[config.mk]
export PLATFORM = sky130hd
export DESIGN_NAME = pcpm_cfg_regs
export DESIGN_NICKNAME = d
export VERILOG_FILES = /design/src/hdl/pcpm_pkg.sv /design/src/hdl/pcpm_cfg_regs.sv
export SDC_FILE = /design/constraint.sdc
export NUM_CORES = 2
export LEC_CHECK = 0
export BUFFER_PORTS_ARGS = -buffer_cell sky130_fd_sc_hd__buf_4
export CAP_MARGIN = 25
export CORE_ASPECT_RATIO = 1.5
export CORE_UTILIZATION = 46
export DETAILED_ROUTE_END_ITERATION = 16
export GPL_TIMING_DRIVEN = 0
export PLACE_DENSITY = 0.7
export SYNTH_ARGS = -nofsm -noshare
export SYNTH_HDL_FRONTEND = slang
export SYNTH_SLANG_ARGS = --single-unit
export TNS_END_PERCENT = 1
[constraint.sdc]
create_clock -name i_clk -period 8 [get_ports i_clk]
set_clock_uncertainty 0.2 [all_clocks]
set_input_delay 0.4 -clock i_clk [delete_from_list [all_inputs] [get_ports i_clk]]
set_output_delay 0.4 -clock i_clk [all_outputs]
set_load 0.01 [all_outputs]
[src/hdl/pcpm_pkg.sv]
// Shared types and constants for the periodic close-point merger.
// No dependencies; used by every module of the block.
package pcpm_pkg;

    localparam int NAXES     = 3;
    localparam int COORD_W   = 32;
    localparam int BOX_W     = 31;
    localparam int SQ_W      = 2 * BOX_W;
    localparam int SUM_W     = SQ_W + 2;
    localparam int OUT_IDX_W = 6;
    localparam int CFG_IDX_W = 2;

    localparam logic [BOX_W-1:0] RADIUS_RST = 31'd196608;

    localparam logic [CFG_IDX_W-1:0] CFG_BOX_X  = 2'd0;
    localparam logic [CFG_IDX_W-1:0] CFG_BOX_Y  = 2'd1;
    localparam logic [CFG_IDX_W-1:0] CFG_BOX_Z  = 2'd2;
    localparam logic [CFG_IDX_W-1:0] CFG_RADIUS = 2'd3;

    typedef logic [NAXES-1:0][COORD_W-1:0] t_coord;
    typedef logic [NAXES-1:0][BOX_W-1:0]   t_box;

    typedef struct packed {
        logic   merge;
        t_coord mid;
    } t_pair_res;

    typedef enum logic [2:0] {
        S_LOAD,
        S_ROW_RD,
        S_ROW_CAP,
        S_RUN,
        S_OUT
    } t_state;

endpackage

[src/hdl/pcpm_cfg_regs.sv]
// Configuration registers: box lengths and merge radius, plus the squared radius.
// Depends on pcpm_pkg.
module pcpm_cfg_regs (
    input  logic                               i_clk,
    input  logic                               i_rst_n,
    input  logic                               i_cfg_valid,
    output logic                               o_cfg_ready,
    input  logic [pcpm_pkg::CFG_IDX_W-1:0]     i_cfg_index,
    input  logic [pcpm_pkg::BOX_W-1:0]         i_cfg_data,
    output pcpm_pkg::t_box                     o_box,
    output logic [pcpm_pkg::SQ_W-1:0]          o_r2
);

    pcpm_pkg::t_box                 r_box;
    logic [pcpm_pkg::BOX_W-1:0]     r_radius;
    logic [pcpm_pkg::SQ_W-1:0]      r_r2;

    assign o_cfg_ready = 1'b1;

    always_ff @(posedge i_clk) begin
        if (!i_rst_n) begin
            r_box    <= '0;
            r_radius <= pcpm_pkg::RADIUS_RST;
        end else if (i_cfg_valid) begin
            unique case (i_cfg_index)
                pcpm_pkg::CFG_BOX_X:  r_box[0] <= i_cfg_data;
                pcpm_pkg::CFG_BOX_Y:  r_box[1] <= i_cfg_data;
                pcpm_pkg::CFG_BOX_Z:  r_box[2] <= i_cfg_data;
                pcpm_pkg::CFG_RADIUS: r_radius <= i_cfg_data;
            endcase
        end
    end

    always_ff @(posedge i_clk) begin
        r_r2 <= r_radius * r_radius;
    end

    assign o_box = r_box;
    assign o_r2  = r_r2;

endmodule

==> results.yml <==
synthesis:
  yosys_warnings: 0
  synth.area.top_cells: "fa_1, dfxtp_1, inv_1"
  synth_edf_count: 0
  synth_cell_types: 61
  synth_top_area_share: 0.448
  syn_area_per_cell_um2: 9.20
  async_flop_share: 0
  seq_area_frac_synth: 0.111
  yosysTopAreaCell: "fa_1"
  synth_area_um2: 33400
  synthCells: 3631
  ys_ff_latch: 185
  synth_nets: 4685
  synthFlopType: "dfxtp_1"
setup_path:
  crit_top_cell: "fa_1"
  crit_family: "adder cells"
  end_kind: "flop"
  path_cells: "clkbuf_4, nand2_1, fa_1, fa_1, inv_1, fa_1, inv_1, fa_1, inv_1, fa_1, fa_1, fa_1, inv_1, fa_1, inv_1, ha_4, nand2_1, or4_4, a311oi_2, buf_4, o31a_4, a31oi_4, o31ai_4, xor2_1"
  start_kind: "flop"
  r2r_start: "r_radius[8]"
  crit_slowest_cell: "fa_1"
  rr_worst_depth: 24
  r2r-end: "o_r2[60]"
  crit_type: "reg -> reg"
  r2r_slack_ns: 0.006
  critPathBufInv: 7
  cp_data_arrival_time_ns: 8.24
  cpPeakStageDelay_ns: 0.60
  cp_max_fo: 10
  worstPathRequired_ns: 8.24
final_layout:
  fin_nets: 4934
  utilization: 0.530
  fin_cells: 4811
  drive_above_1_share: 0.117
  layout_common_cells: "inv_1, fa_1, nand2_1"
  area_growth_pct: 13.7
  final_common_cell: "inv_1"
drt:
  drt-vias-per-instance: 5.42
  wirelength_um: 110000
  first_pass_iters: 6
  drc: 0
  dr_total_vias: 26100
  initialDrtViolationCount: 1612
  ant_nets: 0
  wl_per_cell_um: 22.9
place:
  hpwl_um: 89400
  gp_congestion: 1.03
  placed_cells: 4734
  portBuffers: 188
  dp_slack_ns: -1.83
clock_tree:
  root_buffer: "clkbuf_16"
  cts_tree: "done"
  worstSkewPairLatency_ns: 0.54
  cts-buffers-inserted: 17
  clkSlewWorstSetupHoldPaths_ns: 0.10
  cts_sinks: 185
  cts_max_level: 4
  clock_path_buffers: 2
global_routing:
  grt_pass1_wl_um: 164000
  grt.overflow.total: 0
  grt_max_degree: 22
  antenna_found_initial: 3
  grtUsageTotal: 0.308
  grt_pass1_vias: 27700
sta:
  tightest_slew_ns: 0.767
  timing.final.crit_period_ns: 7.99
  fin_setup_tns_ns: 0
  hold_violations: 0
  holdWs_ns: 0.0456
  max_slew_margin: 0.489
  worst_slack_ns: 0.00639
  finalCritPeriodShare: 0.999
  finalMaxSlewViolations: 0
  rsz0062_at_grt: "yes"
  finalSetupViolCount: 0
  fmax_mhz: 125
power_and_ir_drop:
  power_frac_comb: 0.348
  irDropWorstVdd_uv: 137
  switchingPower_mw: 1.20
  p_seq_frac: 0.335
  power.density_nw_per_um2: 80.9
  p_int_mw: 1.87
  p_clk_frac: 0.317
  swShare: 0.390
  p_leak_nw: 20.2
floorplanning:
  num_rows: 120
  design.core.area_um2: 71600
  dieWidth_um: 222
  die_y_um: 332
  dieArea_um2: 73700
  initial_core_util: 0.466
  num_io_pins: 192
run_status:
  status: "finished clean"
worst_hold_path:
  holdPathEnd: "r_radius[3]"
  hold_path.startpoint: "i_rst_n"
  holdCritPathClass: "in -> reg"
  hold_path_depth: 2
flow_run:
  maxCapViolCount: 0
==> cell families (layout without fill, tap and decap cells) <==
family | count (synthesis) | in the layout | share of synthesized area
simple gates | 906 | 906 | 0.123
buf+inv | 1088 | 1350 | 0.123
mux | 3 | 3 | 0.000936
compound gates | 349 | 349 | 0.0713
flops | 185 | 185 | 0.111
fa+ha+maj | 1018 | 1018 | 0.549
other cells | 2 | 5 | 0.000225
xor+xnor | 80 | 80 | 0.0210
==> flip-flops by register name, indices dropped and copies added (netlist names) <==
name,count
o_r2,61
o_box,93
r_radius,31
==> power by group through the flow <==
| stage | sequential [mW] | combinational (mW) | clock, mW |
|---|---|---|---|
| after floorplan | 1.07 | 0.533 | 0 |
| after global placement | 1.05 | 0.976 | 0 |
| after detailed placement | 1.05 | 0.990 | 0 |
| after CTS | 1.03 | 1.02 | 0.992 |
| after global routing | 1.04 | 1.15 | 1.03 |
| final | 1.03 | 1.07 | 0.973 |
==> through the flow <==
stage / total power, mW / area (µm²)
global route: 3.22 / 38000
CTS: 3.05 / 37500
global placement: 2.03 / 36000
finish: 3.07 / 38000
floorplan: 1.61 / 33400
detailed placement: 2.04 / 36000
==> area by class of cell <==
cell class,instances,area (µm²)
fillers,6569,33600
well taps,915,1140
clock inverters,15,213
inverters,923,3480
diodes,3,7.51
multi-input cells,2358,25900
clock buffers,17,425
repair buffers,245,1940
flip-flops and latches,185,3760
plain buffers,150,1090
==> Yosys cell counts (all sizes together), types with 4 or more instances <==
| cell | number |
|---|---|
| and2 | 192 |
| nor3 | 9 |
| a31oi | 10 |
| clkbuf | 146 |
| nor2b | 8 |
| a211oi | 8 |
| o211ai | 10 |
| buf | 19 |
| xnor2 | 43 |
| or2 | 4 |
| nand4 | 20 |
| a21boi | 123 |
| o221ai | 4 |
| dfxtp | 185 |
| a21oi | 79 |
| o21ai | 39 |
| a311oi | 4 |
| nand3 | 11 |
| a21o | 32 |
| and3 | 12 |
| nand2b | 7 |
| o21bai | 12 |
| inv | 922 |
| nand2 | 546 |
| and4 | 4 |
| fa | 748 |
| ha | 270 |
| a31o | 9 |
| nor2 | 77 |
| xor2 | 37 |
| nor4 | 4 |
==> per-layer routing <==
metal | wire length, µm | global-route usage | vias up
li1 | - | - | 11200
met1 | 35000 | 0.312 | 13200
met2 | 55400 | 0.534 | 1184
met3 | 7550 | 0.0620 | 506
met4 | 12400 | 0.278 | 0
met5 | 0 | 0 | -
==> how the worst max path moves through the flow <==
stage	from	slack (ns)	to	cells after the start
CTS	r_radius[16]	-0.01	o_r2[60]	24
global placement	r_radius[5]	-1.78	o_r2[60]	26
global route	r_radius[24]	-0.09	o_r2[60]	26
floorplan	r_radius[4]	0.62	o_r2[60]	26
finish	r_radius[8]	0.006	o_r2[60]	24
detailed placement	r_radius[5]	-1.83	o_r2[60]	26
==> timing repair <==
action,CTS,global route
hold endpoints to repair,124,0
setup endpoints to repair,44,25
hold buffers,31,0
gates resized for setup,212,149
pin swaps,5,21
buffers inserted,4,22
No activity file was read; power rests on OpenSTA's default activity.
